File: src/design/stok_pkg.sv
// ============================================================================
// stok_pkg: shared types, constants and helpers for the source tokenizer
// Token kinds, character codes, scan modes, the token record and the
// character classification used by the lexer.
// ============================================================================
package stok_pkg;

    // Position and length counters
    localparam int POS_WIDTH = 16;
    localparam logic [POS_WIDTH-1:0] POS_MAX = {POS_WIDTH{1'b1}};
    localparam logic [15:0] LINE_MAX = 16'hFFFF;

    // Output queue geometry
    localparam int QDEPTH  = 4;
    localparam int Q_IDX_W = $clog2(QDEPTH);
    localparam int Q_CNT_W = $clog2(QDEPTH + 1);

    // Token kinds
    localparam logic [5:0] K_LBRACE  = 6'd0;
    localparam logic [5:0] K_RBRACE  = 6'd1;
    localparam logic [5:0] K_LPAREN  = 6'd2;
    localparam logic [5:0] K_RPAREN  = 6'd3;
    localparam logic [5:0] K_LBRACK  = 6'd4;
    localparam logic [5:0] K_RBRACK  = 6'd5;
    localparam logic [5:0] K_COLON   = 6'd6;
    localparam logic [5:0] K_ASSIGN  = 6'd7;
    localparam logic [5:0] K_SEMI    = 6'd8;
    localparam logic [5:0] K_AMP     = 6'd9;
    localparam logic [5:0] K_COMMA   = 6'd10;
    localparam logic [5:0] K_PIPE    = 6'd11;
    localparam logic [5:0] K_EQ      = 6'd12;
    localparam logic [5:0] K_EQEQ    = 6'd13;
    localparam logic [5:0] K_MINUS   = 6'd14;
    localparam logic [5:0] K_ARROW   = 6'd15;
    localparam logic [5:0] K_PLUS    = 6'd16;
    localparam logic [5:0] K_STAR    = 6'd17;
    localparam logic [5:0] K_SLASH   = 6'd18;
    localparam logic [5:0] K_PERCENT = 6'd19;
    localparam logic [5:0] K_BANG    = 6'd20;
    localparam logic [5:0] K_NE      = 6'd21;
    localparam logic [5:0] K_LT      = 6'd22;
    localparam logic [5:0] K_LE      = 6'd23;
    localparam logic [5:0] K_GT      = 6'd24;
    localparam logic [5:0] K_GE      = 6'd25;
    localparam logic [5:0] K_STRING  = 6'd26;
    localparam logic [5:0] K_INT     = 6'd27;
    localparam logic [5:0] K_IDENT   = 6'd28;
    localparam logic [5:0] K_FUNC    = 6'd29;
    localparam logic [5:0] K_RET     = 6'd30;
    localparam logic [5:0] K_IF      = 6'd31;
    localparam logic [5:0] K_ELSE    = 6'd32;
    localparam logic [5:0] K_EOF     = 6'd33;
    localparam logic [5:0] K_BADCHAR = 6'd34;
    localparam logic [5:0] K_UNTERM  = 6'd35;
    localparam logic [5:0] K_NONE    = 6'h3F;

    // Character codes
    localparam logic [7:0] CH_NL         = 8'h0A;
    localparam logic [7:0] CH_TAB        = 8'h09;
    localparam logic [7:0] CH_CR         = 8'h0D;
    localparam logic [7:0] CH_SPACE      = 8'h20;
    localparam logic [7:0] CH_UNDERSCORE = 8'h5F;
    localparam logic [7:0] CH_EQ         = 8'h3D;
    localparam logic [7:0] CH_GT         = 8'h3E;
    localparam logic [7:0] CH_QUOTE      = 8'h22;

    // Keyword spellings, first byte highest
    localparam logic [31:0] KW_FUNC = 32'h66756E63;
    localparam logic [23:0] KW_RET  = 24'h726574;
    localparam logic [15:0] KW_IF   = 16'h6966;
    localparam logic [31:0] KW_ELSE = 32'h656C7365;

    typedef enum logic [3:0] {
        SCAN_IDLE  = 4'd0,
        SCAN_OP    = 4'd1,
        SCAN_IDENT = 4'd2,
        SCAN_INT   = 4'd3,
        SCAN_STR   = 4'd4
    } scan_mode_t;

    typedef enum logic [2:0] {
        CC_SPACE,
        CC_SINGLE,
        CC_OP,
        CC_QUOTE,
        CC_ALPHA,
        CC_DIGIT,
        CC_BAD
    } char_class_t;

    typedef struct packed {
        logic [5:0]  kind;
        logic [15:0] start;
        logic [15:0] length;
        logic [15:0] line;
        logic        last;
    } token_t;

    // Up to two tokens produced by one input beat
    typedef struct packed {
        logic [1:0] count;
        token_t     tok0;
        token_t     tok1;
    } stok_emit_t;

    function automatic logic [POS_WIDTH-1:0] sat_inc(input logic [POS_WIDTH-1:0] v);
        return (v == POS_MAX) ? v : v + POS_WIDTH'(1);
    endfunction

    function automatic logic [15:0] out16(input logic [POS_WIDTH-1:0] v);
        return 16'(v);
    endfunction

    function automatic logic [5:0] single_kind(input logic [7:0] c);
        logic [5:0] k;
        case (c)
            8'h7B: k = K_LBRACE;
            8'h7D: k = K_RBRACE;
            8'h28: k = K_LPAREN;
            8'h29: k = K_RPAREN;
            8'h5B: k = K_LBRACK;
            8'h5D: k = K_RBRACK;
            8'h3B: k = K_SEMI;
            8'h26: k = K_AMP;
            8'h2C: k = K_COMMA;
            8'h7C: k = K_PIPE;
            8'h2B: k = K_PLUS;
            8'h2A: k = K_STAR;
            8'h2F: k = K_SLASH;
            8'h25: k = K_PERCENT;
            default: k = K_NONE;
        endcase
        return k;
    endfunction

    // Operators that may take a second character
    function automatic logic [5:0] op_kind(input logic [7:0] c);
        logic [5:0] k;
        case (c)
            8'h3A: k = K_COLON;
            8'h3D: k = K_EQ;
            8'h2D: k = K_MINUS;
            8'h21: k = K_BANG;
            8'h3C: k = K_LT;
            8'h3E: k = K_GT;
            default: k = K_NONE;
        endcase
        return k;
    endfunction

    function automatic char_class_t classify(input logic [7:0] c);
        char_class_t cc;
        if (c == CH_SPACE || (c >= CH_TAB && c <= CH_CR)) begin
            cc = CC_SPACE;
        end else if (single_kind(c) != K_NONE) begin
            cc = CC_SINGLE;
        end else if (op_kind(c) != K_NONE) begin
            cc = CC_OP;
        end else if (c == CH_QUOTE) begin
            cc = CC_QUOTE;
        end else if ((c >= 8'h61 && c <= 8'h7A) || (c >= 8'h41 && c <= 8'h5A)) begin
            cc = CC_ALPHA;
        end else if (c >= 8'h30 && c <= 8'h39) begin
            cc = CC_DIGIT;
        end else begin
            cc = CC_BAD;
        end
        return cc;
    endfunction

    function automatic logic [5:0] ident_kind(input logic [POS_WIDTH-1:0] len,
                                              input logic [31:0] win);
        logic [5:0] k;
        if (len == POS_WIDTH'(4) && win == KW_FUNC) begin
            k = K_FUNC;
        end else if (len == POS_WIDTH'(3) && win[23:0] == KW_RET) begin
            k = K_RET;
        end else if (len == POS_WIDTH'(2) && win[15:0] == KW_IF) begin
            k = K_IF;
        end else if (len == POS_WIDTH'(4) && win == KW_ELSE) begin
            k = K_ELSE;
        end else begin
            k = K_IDENT;
        end
        return k;
    endfunction

endpackage

File: src/design/source_tokenizer.sv
// ============================================================================
// source_tokenizer: streaming lexical analyzer
// Turns a byte stream of source text into tokens of kind, start, length, line.
// ============================================================================
// Usage:
//   The slave channel carries one source byte per beat in s_tdata[7:0]; a
//   beat with s_tlast high closes the text and its byte is ignored. The
//   master channel carries one token per beat; m_tlast marks the final token
//   caused by one input beat.
//   Tokens completed by an input beat are registered into the result queue
//   when that beat is accepted and reach the master side from its head.
//   Throughput: one byte per cycle. A byte completes at most two tokens; the
//   four-entry result queue drains one token per cycle, and s_tready drops
//   while more than two tokens wait in it, so a long run of double results
//   slows intake to the master side's drain rate.
//   Reset: aresetn low for one clock clears the queue and returns the scanner
//   to position 0, line 1. The scanner returns to that state after each end beat.
//   Stall: while m_tready is low the head token holds; the scanner keeps
//   taking bytes until the queue is nearly full.
// ============================================================================
module source_tokenizer import stok_pkg::*; (
    input  logic        aclk,
    input  logic        aresetn,
    input  logic        s_tvalid,
    output logic        s_tready,
    input  logic [7:0]  s_tdata,   // [7:0] char_code
    input  logic        s_tlast,   // end_marker
    output logic        m_tvalid,
    input  logic        m_tready,
    output logic [55:0] m_tdata,   // [5:0] token_kind, [21:6] token_start,
                                   // [37:22] token_length, [53:38] line_number
    output logic        m_tlast    // last_of_run
);

    logic       in_fire;
    stok_emit_t emit;
    token_t     head_tok;

    assign in_fire = s_tvalid && s_tready;

    stok_lexer u_lexer (
        .aclk       (aclk),
        .aresetn    (aresetn),
        .in_fire    (in_fire),
        .char_code  (s_tdata),
        .end_marker (s_tlast),
        .emit       (emit)
    );

    stok_outq u_outq (
        .aclk     (aclk),
        .aresetn  (aresetn),
        .wr_en    (in_fire),
        .wr_data  (emit),
        .wr_ready (s_tready),
        .rd_valid (m_tvalid),
        .rd_ready (m_tready),
        .rd_tok   (head_tok)
    );

    // Pack the head token onto the master beat
    assign m_tdata = {2'b00, head_tok.line, head_tok.length, head_tok.start, head_tok.kind};
    assign m_tlast = head_tok.last;

endmodule

File: src/design/stok_lexer.sv
// ============================================================================
// stok_lexer: scan state and token decision
// Holds the scan mode, position, lexeme and line registers, and decides for
// each accepted byte the zero, one or two tokens it completes.
// ============================================================================
module stok_lexer import stok_pkg::*; (
    input  logic       aclk,
    input  logic       aresetn,
    input  logic       in_fire,
    input  logic [7:0] char_code,
    input  logic       end_marker,
    output stok_emit_t emit
);

    scan_mode_t            mode_reg, mode_next;
    logic [POS_WIDTH-1:0]  pos_reg, pos_next;
    logic [POS_WIDTH-1:0]  start_reg, start_next;
    logic [POS_WIDTH-1:0]  len_reg, len_next;
    logic [31:0]           window_reg, window_next;
    logic [15:0]           line_reg, line_next;

    char_class_t cls;
    logic        ident_ch;
    logic        op_pair;
    logic        do_start;
    logic [7:0]  need_ch;

    logic                 pend_vld, sc_vld;
    logic [5:0]           pend_kind, sc_kind;
    logic [POS_WIDTH-1:0] pend_len, sc_len, sc_start;
    token_t               pend_tok, sc_tok;

    // Byte classification and whether the byte opens a fresh lexeme
    always_comb begin
        cls      = classify(char_code);
        ident_ch = (cls == CC_ALPHA) || (cls == CC_DIGIT) || (char_code == CH_UNDERSCORE);
        need_ch  = (window_reg[5:0] == K_MINUS) ? CH_GT : CH_EQ;
        op_pair  = (char_code == need_ch);
        case (mode_reg)
            SCAN_OP:    do_start = !op_pair;
            SCAN_IDENT: do_start = !ident_ch;
            SCAN_INT:   do_start = (cls != CC_DIGIT);
            SCAN_STR:   do_start = 1'b0;
            default:    do_start = 1'b1;
        endcase
        do_start = do_start && !end_marker;
    end

    // Next scan state
    always_comb begin
        mode_next   = mode_reg;
        pos_next    = pos_reg;
        start_next  = start_reg;
        len_next    = len_reg;
        window_next = window_reg;
        line_next   = line_reg;
        if (end_marker) begin
            mode_next   = SCAN_IDLE;
            pos_next    = '0;
            start_next  = '0;
            len_next    = '0;
            window_next = '0;
            line_next   = 16'd1;
        end else begin
            pos_next = sat_inc(pos_reg);
            case (mode_reg)
                SCAN_OP: begin
                    mode_next   = SCAN_IDLE;
                    window_next = '0;
                end
                SCAN_IDENT: begin
                    if (ident_ch) begin
                        len_next    = sat_inc(len_reg);
                        window_next = {window_reg[23:0], char_code};
                    end else begin
                        mode_next = SCAN_IDLE;
                    end
                end
                SCAN_INT: begin
                    if (cls == CC_DIGIT) begin
                        len_next = sat_inc(len_reg);
                    end else begin
                        mode_next = SCAN_IDLE;
                    end
                end
                SCAN_STR: begin
                    if (char_code == CH_QUOTE) begin
                        mode_next = SCAN_IDLE;
                    end else begin
                        len_next = sat_inc(len_reg);
                    end
                end
                default: mode_next = SCAN_IDLE;
            endcase
            if (do_start) begin
                case (cls)
                    CC_SPACE: begin
                        if (char_code == CH_NL && line_reg < LINE_MAX) begin
                            line_next = line_reg + 16'd1;
                        end
                    end
                    CC_OP: begin
                        mode_next   = SCAN_OP;
                        start_next  = pos_reg;
                        window_next = {26'd0, op_kind(char_code)};
                    end
                    CC_QUOTE: begin
                        mode_next  = SCAN_STR;
                        start_next = sat_inc(pos_reg);
                        len_next   = '0;
                    end
                    CC_ALPHA, CC_DIGIT: begin
                        mode_next   = (cls == CC_ALPHA) ? SCAN_IDENT : SCAN_INT;
                        start_next  = pos_reg;
                        len_next    = POS_WIDTH'(1);
                        window_next = {24'd0, char_code};
                    end
                    default: ;
                endcase
            end
        end
    end

    // Tokens completed by this beat: the pending lexeme, then the new one
    always_comb begin
        pend_vld  = 1'b0;
        pend_kind = K_NONE;
        pend_len  = len_reg;
        case (mode_reg)
            SCAN_OP: begin
                pend_vld  = 1'b1;
                pend_kind = (!end_marker && op_pair) ? window_reg[5:0] + 6'd1
                                                     : window_reg[5:0];
                pend_len  = (!end_marker && op_pair) ? POS_WIDTH'(2) : POS_WIDTH'(1);
            end
            SCAN_IDENT: begin
                pend_vld  = end_marker || !ident_ch;
                pend_kind = ident_kind(len_reg, window_reg);
            end
            SCAN_INT: begin
                pend_vld  = end_marker || (cls != CC_DIGIT);
                pend_kind = K_INT;
            end
            SCAN_STR: begin
                pend_vld  = end_marker || (char_code == CH_QUOTE);
                pend_kind = end_marker ? K_UNTERM : K_STRING;
            end
            default: pend_vld = 1'b0;
        endcase

        sc_start = pos_reg;
        if (end_marker) begin
            sc_vld  = 1'b1;
            sc_kind = K_EOF;
            sc_len  = '0;
        end else begin
            sc_vld  = do_start && (cls == CC_SINGLE || cls == CC_BAD);
            sc_kind = (cls == CC_SINGLE) ? single_kind(char_code) : K_BADCHAR;
            sc_len  = POS_WIDTH'(1);
        end

        pend_tok = '{kind: pend_kind, start: out16(start_reg), length: out16(pend_len),
                     line: line_reg, last: 1'b0};
        sc_tok   = '{kind: sc_kind, start: out16(sc_start), length: out16(sc_len),
                     line: line_reg, last: 1'b1};

        emit.count = 2'(pend_vld) + 2'(sc_vld);
        emit.tok0  = pend_vld ? pend_tok : sc_tok;
        emit.tok1  = sc_tok;
        emit.tok0.last = !(pend_vld && sc_vld);
    end

    // State registers advance on each accepted beat
    always_ff @(posedge aclk) begin
        if (!aresetn) begin
            mode_reg   <= SCAN_IDLE;
            pos_reg    <= '0;
            start_reg  <= '0;
            len_reg    <= '0;
            window_reg <= '0;
            line_reg   <= 16'd1;
        end else if (in_fire) begin
            mode_reg   <= mode_next;
            pos_reg    <= pos_next;
            start_reg  <= start_next;
            len_reg    <= len_next;
            window_reg <= window_next;
            line_reg   <= line_next;
        end
    end

endmodule

File: src/design/stok_outq.sv
// ============================================================================
// stok_outq: result queue
// Small register queue taking up to two tokens per cycle and handing one
// token per cycle to the result channel.
// ============================================================================
module stok_outq import stok_pkg::*; (
    input  logic       aclk,
    input  logic       aresetn,
    input  logic       wr_en,
    input  stok_emit_t wr_data,
    output logic       wr_ready,
    output logic       rd_valid,
    input  logic       rd_ready,
    output token_t     rd_tok
);

    token_t               entry_reg [QDEPTH];
    logic [Q_IDX_W-1:0]   head_reg, head_next;
    logic [Q_IDX_W-1:0]   tail_reg, tail_next;
    logic [Q_CNT_W-1:0]   count_reg, count_next;
    logic [1:0]           wr_n;
    logic                 rd_fire;

    // Room for the worst case of two tokens
    assign wr_ready = (count_reg <= Q_CNT_W'(QDEPTH - 2));
    assign rd_valid = (count_reg != '0);
    assign rd_tok   = entry_reg[head_reg];
    assign rd_fire  = rd_valid && rd_ready;

    // Pointer and fill bookkeeping
    always_comb begin
        wr_n       = wr_en ? wr_data.count : 2'd0;
        tail_next  = tail_reg + Q_IDX_W'(wr_n);
        head_next  = head_reg + Q_IDX_W'(rd_fire);
        count_next = count_reg + Q_CNT_W'(wr_n) - Q_CNT_W'(rd_fire);
    end

    always_ff @(posedge aclk) begin
        if (!aresetn) begin
            head_reg  <= '0;
            tail_reg  <= '0;
            count_reg <= '0;
        end else begin
            head_reg  <= head_next;
            tail_reg  <= tail_next;
            count_reg <= count_next;
        end
    end

    // Token storage
    always_ff @(posedge aclk) begin
        if (wr_n != 2'd0) begin
            entry_reg[tail_reg] <= wr_data.tok0;
        end
        if (wr_n == 2'd2) begin
            entry_reg[tail_reg + Q_IDX_W'(1)] <= wr_data.tok1;
        end
    end

endmodule

File: config.mk
export PLATFORM = sky130hd
export DESIGN_NAME = source_tokenizer
export DESIGN_NICKNAME = d
export VERILOG_FILES = /design/src/design/stok_pkg.sv /design/src/design/source_tokenizer.sv /design/src/design/stok_lexer.sv /design/src/design/stok_outq.sv
export SDC_FILE = /design/constraint.sdc
export NUM_CORES = 1
export LEC_CHECK = 0
export ABC_AREA = 1
export BUFFER_PORTS_ARGS = -buffer_cell sky130_fd_sc_hd__buf_2
export CAP_MARGIN = 10
export CORE_ASPECT_RATIO = 1.25
export CORE_MARGIN = 10
export CORE_UTILIZATION = 36
export DETAILED_ROUTE_END_ITERATION = 6
export PLACE_DENSITY_LB_ADDON = 0.25
export SETUP_SLACK_MARGIN = 0.05
export SYNTH_ARGS = -nofsm -noshare
export SYNTH_HDL_FRONTEND = slang
export SYNTH_SLANG_ARGS = --single-unit
export TNS_END_PERCENT = 5
File: constraint.sdc
create_clock -name aclk -period 5.2 [get_ports aclk]
set_input_delay 0.52 -clock aclk [delete_from_list [all_inputs] [get_ports aclk]]
set_output_delay 0.52 -clock aclk [all_outputs]
set_load 0.01 [all_outputs]
Word level (Yosys, flattened, before mapping)
Memories as Yosys holds them, arrays and structs flattened. A register that Yosys moved wholly into a read port is not among the register bits.
Cells that the tools add are included.
{ "word_totals": {"regBits": 107, "ram_bits": 220, "output_inout_bits": 59, "elab_cells": 181, "n_memories": 1} }
{ "op_classes": {"addsub": 10, "n_lt_le_gt_ge": 10, "n_eq_ne": 49, "muxes": 64, "reduce_logical": 38} }
{ "mem_list": {"columns": ["name", "depth", "width", "rd", "rd_clocked_by_memory_dff", "wr", "line_no", "source"], "rows": [
  ["u_outq.entry_reg", 4, 55, 1, 1, 2, "stok_outq.sv:17", "token_t entry_reg [QDEPTH];"]
]} }
{ "ops": {"columns": ["operator", "count"], "rows": [
  ["16-bit two-way mux", 15],
  ["8-bit by 6-bit == test with 1-bit output (second input constant)", 17],
  ["32-bit one-hot mux with 2 select lines", 2],
  ["32-bit two-way mux", 3],
  ["6-bit one-hot mux with 14 select lines", 1],
  ["6-bit two-way mux", 11],
  ["32-bit by 31-bit == test with 1-bit output (second input constant)", 2],
  ["16-bit one-hot mux with 2 select lines", 2],
  ["55-bit two-way mux", 1],
  ["16-bit by 1-bit adder with 16-bit output (second input constant)", 3],
  ["8-bit by 7-bit == test with 1-bit output (second input constant)", 6],
  ["16-bit one-hot mux with 3 select lines", 1],
  ["6-bit one-hot mux with 6 select lines", 1],
  ["16-bit == test (second input constant)", 2],
  ["16-bit by 2-bit == test with 1-bit output (second input constant)", 2],
  ["24-bit by 23-bit == test with 1-bit output (second input constant)", 1],
  ["4-bit one-hot mux with 3 select lines", 2],
  ["6-bit one-hot mux with 4 select lines", 1],
  ["4-bit two-way mux", 5],
  ["16-bit by 15-bit == test with 1-bit output (second input constant)", 1],
  ["16-bit by 3-bit == test with 1-bit output (second input constant)", 1],
  ["8-bit by 7-bit >= comparator with 1-bit output (second input constant)", 2],
  ["8-bit by 7-bit less-or-equal comparator with 1-bit output (second input constant)", 2],
  ["16-bit < comparator (second input constant)", 1],
  ["other kinds (38)", 86]
]} }

Depth between registers and ports, before layout
Gate-level depths: netlist of the first run.
{ "logic_depth": {"ltp_word": 24, "depth_mapped": 23, "ltp_nobuf": 22} }

Modules after synthesis
A second synthesis of the first run with hierarchy kept.
{ "hier_totals": {"cells_unflattened": 2519, "area_unflattened_um2": 19348.6} }
{ "modules_own_cells": {"columns": ["mod", "n_inst", "cells_per_inst", "area_each_um2"], "rows": [
  ["stok_outq", 1, 1142, 11270.8],
  ["stok_lexer", 1, 1372, 8051.5],
  ["source_tokenizer", 1, 5, 26.3]
]} }

Least setup slack after synthesis of the first run
Ideal clock, no wire load.
{ "synth_path": {"kind": "input-to-reg", "from": "input s_tdata[1]", "to": "memory u_outq.entry_reg[0][10] (netlist bit) (enable)", "setup_time_ns": 0.394, "arrival_time_ns": 3.650, "required_time_ns": 4.806, "setup_slack_ns": 1.156, "path_stages": 18, "path_cell_list": "buf_4 inv_2 nand2_1 nor2_1 inv_1 a21oi_1 nor3_1 nand2_1 nor3_1 nand4_1 a21boi_0 ha_1 inv_1 nor2_1 inv_1 nor3_1 nor2_1 inv_1"} }
{ "synth_lines": {"columns": ["element", "line_no", "source"], "rows": [
  ["start: declaration", "source_tokenizer.sv:26", "input logic [7:0] s_tdata,"],
  ["end: declaration", "stok_outq.sv:17", null]
]} }

==> impl_results.md, run 1 <==
- Status: finished clean
- DRT iter0 DRCs: 1282
- CTS Buffer Depth: 3
- DR WL met2: roughly 27000 µm
- Crit path time final: 4.22 ns
- DRT antenna net count: 0
- Required @ worst endpoint: 5.48 ns
- # DRC: 0
- Slew Viols, Final: 0
- DR WL met3: 3240 µm
- Layout Nets: 2407
- Synth area leaders: edfxtp_1 (26%), dfxtp_1 (19%), nand2_1 (12%)
- HPWL Detailed: ~37000 µm
- Die Y: 269 µm
- Worst hold slack: 0.428 ns
- Total GRT Usage: 18.5%
- Worst path arrival time: about 4.5 ns
- Initial antenna violation count: 3
- Max reg flops: 220
- Via density: 5.30
- Die width: about 220 µm
- Total power: 7.50 mW
- Unrepaired setup endpoints after global routing: false
- Area leader, netlist: edfxtp_1
- Area growth syn-to-layout: 11.0%
- Final Util: 40.3%
- FP Rows: 91
- Worst Setup End Kind: flop
- Top cell type's share of synthesized area: 26.2%
- Initial core utilization: 36.3%
- Cell Area, Synth: 17900 µm²
- TritonCTS clock tree: built
- Avg Synthesized Cell Area: 7.49 µm²
- Top layer in use: met5
- Crit path max fanout: 19
- Pwr dens: 379 nW/µm²
- Synth Instances: 2384
- Worst skew pair latency: 0.56 ns
- Worst-Margin Slew: 1.20 ns
- Fin Clk Skew: 0.0353 ns
- Clock transition at the registers of the reported paths: about 0.070 ns
- Multi-input combinational cell area: 8360 µm²
- Most common cell after layout, fill and taps aside: nand2_1
- Die ar.: slightly below 60000 µm²
- Share of layout cells above drive strength 1: 11.2%
- Core box area: 49200 µm²
- Filler cells: 5078
- Vias in the first global route: 15800
- Setup Viol. Count Final: 0
- Final hold vios: 0
- Hold-fix buffers, CTS: 0
- Total Wirelength: 55400 µm
- First-pass GRT wire length: roughly 87000 µm
- Largest net degree at the start of global routing: about 110
- Post-synthesis sequential area ratio: 45.4%
- Post-synthesis register bit count: 327
- Total number of vias: 16200
- F_max: 237 MHz
- Grt total ovfl: 0
- Worst rel slew slack: around 20%
- Port Buffers: 69
- Avg WL per Cell: 18.1 µm
- Max rail drop VDD: ~0.20 mV
- Static Leakage: 7.15 nW
- Crit path kind: reg -> reg
- Total CTS buffers: 36
- GP Congestion: approximately 0.90
- Clock Sinks: around 330
- CTS root buf: clkbuf_16
- Fin crit share: 81.2%
- Netlist cell types: 54
- Hold Path Class: in -> reg
- I/O Pins: between 70 and 80
- First-pass DRT Iterations: 5
- Total of max-cap violations: 0
- Most frequent cells in the layout: nand2_1 (568), nor2_1 (321), o21ai_0 (193)
- Met1 WL: 23700 µm
- Setup TNS Final: 0 ns
- Sequential Area: 8110 µm²
- CTS H-tree lvls: 2
- Startpoint Class: flop
- Post-CTS resize count: 0
- Setup bufs post-CTS: 0
- Synth warnings: 0
-- synthesized netlist by cell type, drive strengths merged --
| library cell | n |
|---|---|
| a2111oi | 1 |
| a211oi | 2 |
| a21boi | 4 |
| a21oi | 127 |
| a2bb2oi | 7 |
| a31oi | 2 |
| a32o | 1 |
| and3 | 3 |
| buf | 50 |
| clkbuf | 95 |
| clkinv | 5 |
| conb | 1 |
| dfxtp | 171 |
| edfxtp | 156 |
| fa | 1 |
| ha | 15 |
| inv | 182 |
| nand2 | 590 |
| nand3 | 141 |
| nand3b | 1 |
| nand4 | 34 |
| nor2 | 337 |
| nor3 | 39 |
| nor3b | 4 |
| nor4 | 5 |
| o211ai | 3 |
| o21a | 1 |
| o21ai | 294 |
| o221ai | 1 |
| o22ai | 81 |
| o31ai | 1 |
| or2 | 2 |
| xnor2 | 4 |
| xor2 | 23 |
-- power by group --
| part | total (mW) | switching (mW) | internal, mW |
|---|---|---|---|
| Clock | 2.62 | 1.14 | 1.47 |
| Sequential | 2.98 | 0.103 | 2.88 |
| Combinational | 1.91 | 1.35 | 0.560 |
| Total | 7.50 | 2.59 | 4.91 |
-- path summary, 6_finish.rpt --
kind | cells after the start | endpoint | startpoint | slack (ns)
hold / removal | 5 | u_lexer.window_reg[0]$_SDFFE_PN0P_ | s_tdata[0] | 0.43
setup reg to reg | 17 | u_outq.entry_reg[2][50]$_DFFE_PP_ | u_lexer.mode_reg[0]$_SDFFE_PN0P_ | 0.98
hold reg to reg | 2 | u_outq.entry_reg[1][28]$_SDFFE_PP0P_ | u_outq.entry_reg[1][28]$_SDFFE_PP0P_ | 0.45
setup / recovery | 17 | u_outq.entry_reg[2][50]$_DFFE_PP_ | u_lexer.mode_reg[0]$_SDFFE_PN0P_ | 0.98
-- per-stage QoR --
step / instances / setup WS [ns] / instance area [µm²]
final: 3059 / 0.976 / 19800
after CTS: 3057 / 0.969 / 19800
after floorplan: 2385 / 1.16 / 17900
after global routing: 3058 / 0.572 / 19800
after detailed placement: 2991 / 0.710 / 18600
after global placement: 2991 / 0.745 / 18600
-- worst max-delay path, stage by stage (launching register included) --
cell and delay [ns]:
dfxtp_1 0.41, inv_2 0.10, nand4_1 0.19, inv_1 0.13, nor2_4 0.39, inv_1 0.42, nand2_2 0.25, nand2_4 0.06
ha_1 0.33, inv_1 0.07, nor2_1 0.08, nor2_1 0.23, inv_2 0.06, nand2_1 0.09, clkinv_1 0.10, nor2_2 0.12
clkinv_1 0.47, buf_4 0.41
-- cell families (layout without fill, tap and decap cells) --
kind of cell               count (synthesis)  count (layout)  synth area share [%]
and+or+nand+nor                         1156            1156                  28.1
AOI/OAI and AO/OA                        525             525                  16.1
buffers and inverters                    332             353                  7.85
DFF                                      327             327                  45.4
xor gates and xnor gates                  27              27                  1.32
adders and majority gates                 16              16                  1.16
other                                      1               4                0.0210
-- layout make-up --
type | instances | share of cell area (%)
multi-input combinational | 1726 | 42.2
sequential | 327 | 40.9
clock buffer | 51 | 5.24
tap | 651 | 4.11
inverter | 187 | 3.58
timing repair buffer | 100 | 3.11
clock inverter | 15 | 0.833
antenna | 2 | 0.0252
-- per-layer routing --
layer,vias to the layer above,track usage [%]
met5,-,0
li1,7968,-
met4,4,7.43
met2,475,31.3
met3,106,3.06
met1,7650,22.9
No activity file was read; power rests on OpenSTA's default activity.
==> run 2, diff against run 1 <==
--- a/config.mk
+++ b/config.mk
@@ -5,7 +5,7 @@
 export SDC_FILE = /design/constraint.sdc
 export NUM_CORES = 1
 export LEC_CHECK = 0
-export ABC_AREA = 1
+export ABC_AREA = 0
 export BUFFER_PORTS_ARGS = -buffer_cell sky130_fd_sc_hd__buf_2
 export CAP_MARGIN = 10
 export CORE_ASPECT_RATIO = 1.25
==> constraint.sdc (replaced) <==
create_clock -name aclk -period 3.8 [get_ports aclk]
set_input_delay 0.38 -clock aclk [delete_from_list [all_inputs] [get_ports aclk]]
set_output_delay 0.38 -clock aclk [all_outputs]
set_load 0.01 [all_outputs]
==> run 2 against run 1 <==
  * Fmax grew 17%
  * Combinational power shrank 5%
  * Cell count shrank 30%
  * Critical path type unchanged
==> impl_results.md, run 2 <==
- Status: finished clean
- Max stage delay on crit path: 0.52 ns
- Most numerous cell in the Yosys netlist: dfxtp_1
- TritonCTS clock tree: built
- Worst Setup SP: u_lexer.window_reg[0]$_SDFFE_PN0P_
- Async S/R FF share, synth: 0%
- Post-Place Worst Slack: -0.0655 ns
- CTS root buf: clkbuf_16
- Share of layout cells above drive strength 1: 21.0%
- Most common cell after layout, fill and taps aside: dfxtp_1
- Slew Viols, Final: 0
- Post-synthesis sequential area ratio: 49.5%
- Initial core utilization: roughly 36%
- Most frequent cells in the layout: dfxtp_1 (169), edfxtp_1 (156), a22o_1 (91)
- Netlist cell types: 98
- Setup bufs post-CTS: 0
- R2R setup slack: ~0.19 ns
- CP Buf/Inv Count: 4
- GP Congestion: a little under 0.9
- Worst Setup End Kind: flop
- Hold Path Class: in -> reg
- Max reg flops: 220
- Worst Hold Depth: 3
- Vias in the first global route: 12400
- DRT iter0 DRCs: approximately 1100
- Slack of the critical path: 0.187 ns
- Worst R2R Start: u_lexer.window_reg[0]$_SDFFE_PN0P_
- Worst rel slew slack: 32.6%
- Synth warnings: 0
- Total CTS buffers: 35
- Clock Sinks: 327
- Most instantiated cells after synthesis: dfxtp_1 (171), edfxtp_1 (156), a22o_1 (91)
- Die Y: 259 µm
- Crit path max fanout: 21
- Final hold vios: 0
- Crit path time final: 3.61 ns
- Port Buffers: 69
- Worst-Margin Slew: 1.01 ns
- CP top delay family: simple AND/OR/NAND/NOR gates
- Post-synth EDFFs: ~160
- Final Util: around two fifths
- First-pass GRT wire length: 72100 µm
- Synth Instances: 1468
- Core box area: 45100 µm²
- Hold Path Origin: s_tdata[5]
- Worst skew pair latency: 0.53 ns
- Static Leakage: 6.38 nW
- Total Wirelength: 46300 µm
- DRT antenna net count: 0
- Total of max-cap violations: 0
- Largest net degree at the start of global routing: 58
- Required @ worst endpoint: ~4.1 ns
- Area leader, netlist: edfxtp_1
- FP Rows: slightly below 90
- Initial antenna violation count: 0
- # DRC: 0
- Grt total ovfl: 0
- Die ar.: 54500 µm²
- Die width: 211 µm
- Clock transition at the registers of the reported paths: approximately 0.070 ns
- HPWL Detailed: around 32000 µm
- Top FF cell, synth: dfxtp_1
- CTS Buffer Depth: 3
- Startpoint Class: flop
- Hold-fix buffers, CTS: 0
- Crit path kind: reg -> reg
- Worst path slowest cell: or4_4
- Total GRT Usage: 16.6%
- First-pass DRT Iterations: 7
- Pwr dens: 494 nW/µm²
- Top cell type's share of synthesized area: 28.6%
- Cell chain of the critical path: inv_1, ha_1, nand4b_1, or4_4, a21o_4, a21oi_4, o21ai_1, buf_4, ha_1, o21ai_2, or2_2, buf_4, nor2_1, buf_12, nand2_1, o21ai_0
- CTS H-tree lvls: 2
- Fin crit share: 95.1%
- Area growth syn-to-layout: 15.0%
- Setup TNS Final: 0 ns
- Avg Synthesized Cell Area: 11.2 µm²
- Unrepaired setup endpoints after global routing: true
- Max rail drop VDD: 0.311 mV
- Post-synthesis register bit count: 327
- Worst path arrival time: slightly below 4 ns
- Cell depth of the worst setup path: 16
- F_max: roughly 280 MHz
- Setup Viol. Count Final: 0
- Reg2reg path depth: 16
- Fin Clk Skew: 0.0117 ns
- I/O Pins: 72
- Total number of vias: 12500
- Layout Nets: between 1500 and 2000
- Cell Area, Synth: 16400 µm²
- Synth area leaders: edfxtp_1 (29%), dfxtp_1 (21%), mux4_2 (7.6%)
- Avg WL per Cell: 21.8 µm
- Via density: 5.87
run 2: changes by cell type in the layout (fill, tap and decap cells not counted), sizes merged, moves of 58 or more:
cell	previous run	this run
a21oi	127	54
a22o	0	91
a32o	1	59
and2	0	76
buf	100	161
inv	183	23
nand2	590	80
nand3	141	32
nor2	337	84
o21ai	294	66
o22ai	81	18
run 2: logic make-up after synthesis:
family                     Yosys count  synth area share [%]
other                                1                0.0229
DFF                                327                  49.5
buffers and inverters              163                  4.45
xor gates and xnor gates            25                  1.34
adders and majority gates           16                  1.27
and+or+nand+nor                    449                  15.4
AOI/OAI and AO/OA                  424                  20.0
muxes                               63                  8.05
run 2: final cells by class:
| cell class | count | area (µm²) |
|---|---|---|
| Antenna cell | 1 | 2.50 |
| Clock buffer | 45 | 953 |
| Clock inverter | 16 | 144 |
| Fill cell | 4301 | 26200 |
| Inverter | 21 | 86.3 |
| Multi-Input combinational cell | 979 | 7620 |
| Sequential cell | 327 | 8120 |
| Tap cell | 578 | 723 |
| Timing Repair Buffer | 161 | 1200 |
run 2: power by group:
part,internal [mW],switching [mW]
combinational,0.785,1.04
sequential,3.93,0.243
clock,1.92,1.41
run 2: stage by stage:
stage	hold slack (ns)	instances	power [mW]	instance area, µm²
after CTS	0.292	2127	9.43	18800
after detailed placement	0.446	2066	6.10	17700
after global routing	0.331	2127	9.73	18800
final	0.318	2128	9.32	18800
after global placement	0.440	2066	6.09	17700
after floorplan	0.420	1469	5.32	16400
run 2: what timing repair did:
item                       CTS  global route
pin swaps                    0             9
setup endpoints to repair   32           215
gates cloned                 0             0
gates resized for setup      2             9
run 2: per-layer routing:
layer | part of all wire, % | GRT usage (%) | vias up
met4 | 3.2 | 6.29 | 0
met2 | 51 | 30.0 | 378
met1 | 41 | 19.6 | 6222
li1 | - | - | 5807
met5 | 0 | 0 | -
met3 | 4.8 | 2.09 | 90
run 2: worst min-delay path: cells and delay by family:
| kind | cells | cell delay (ns) |
|---|---|---|
| buf+inv | 2 | 0.28 |
| compound gates | 1 | 0.15 |
run 2: worst paths after layout:
check,to
max reg2reg,u_outq.entry_reg[3][53]$_DFFE_PP_
min,u_lexer.window_reg[5]$_SDFFE_PN0P_
max,u_outq.entry_reg[3][53]$_DFFE_PP_
min reg2reg,u_outq.entry_reg[1][18]$_SDFFE_PP0P_
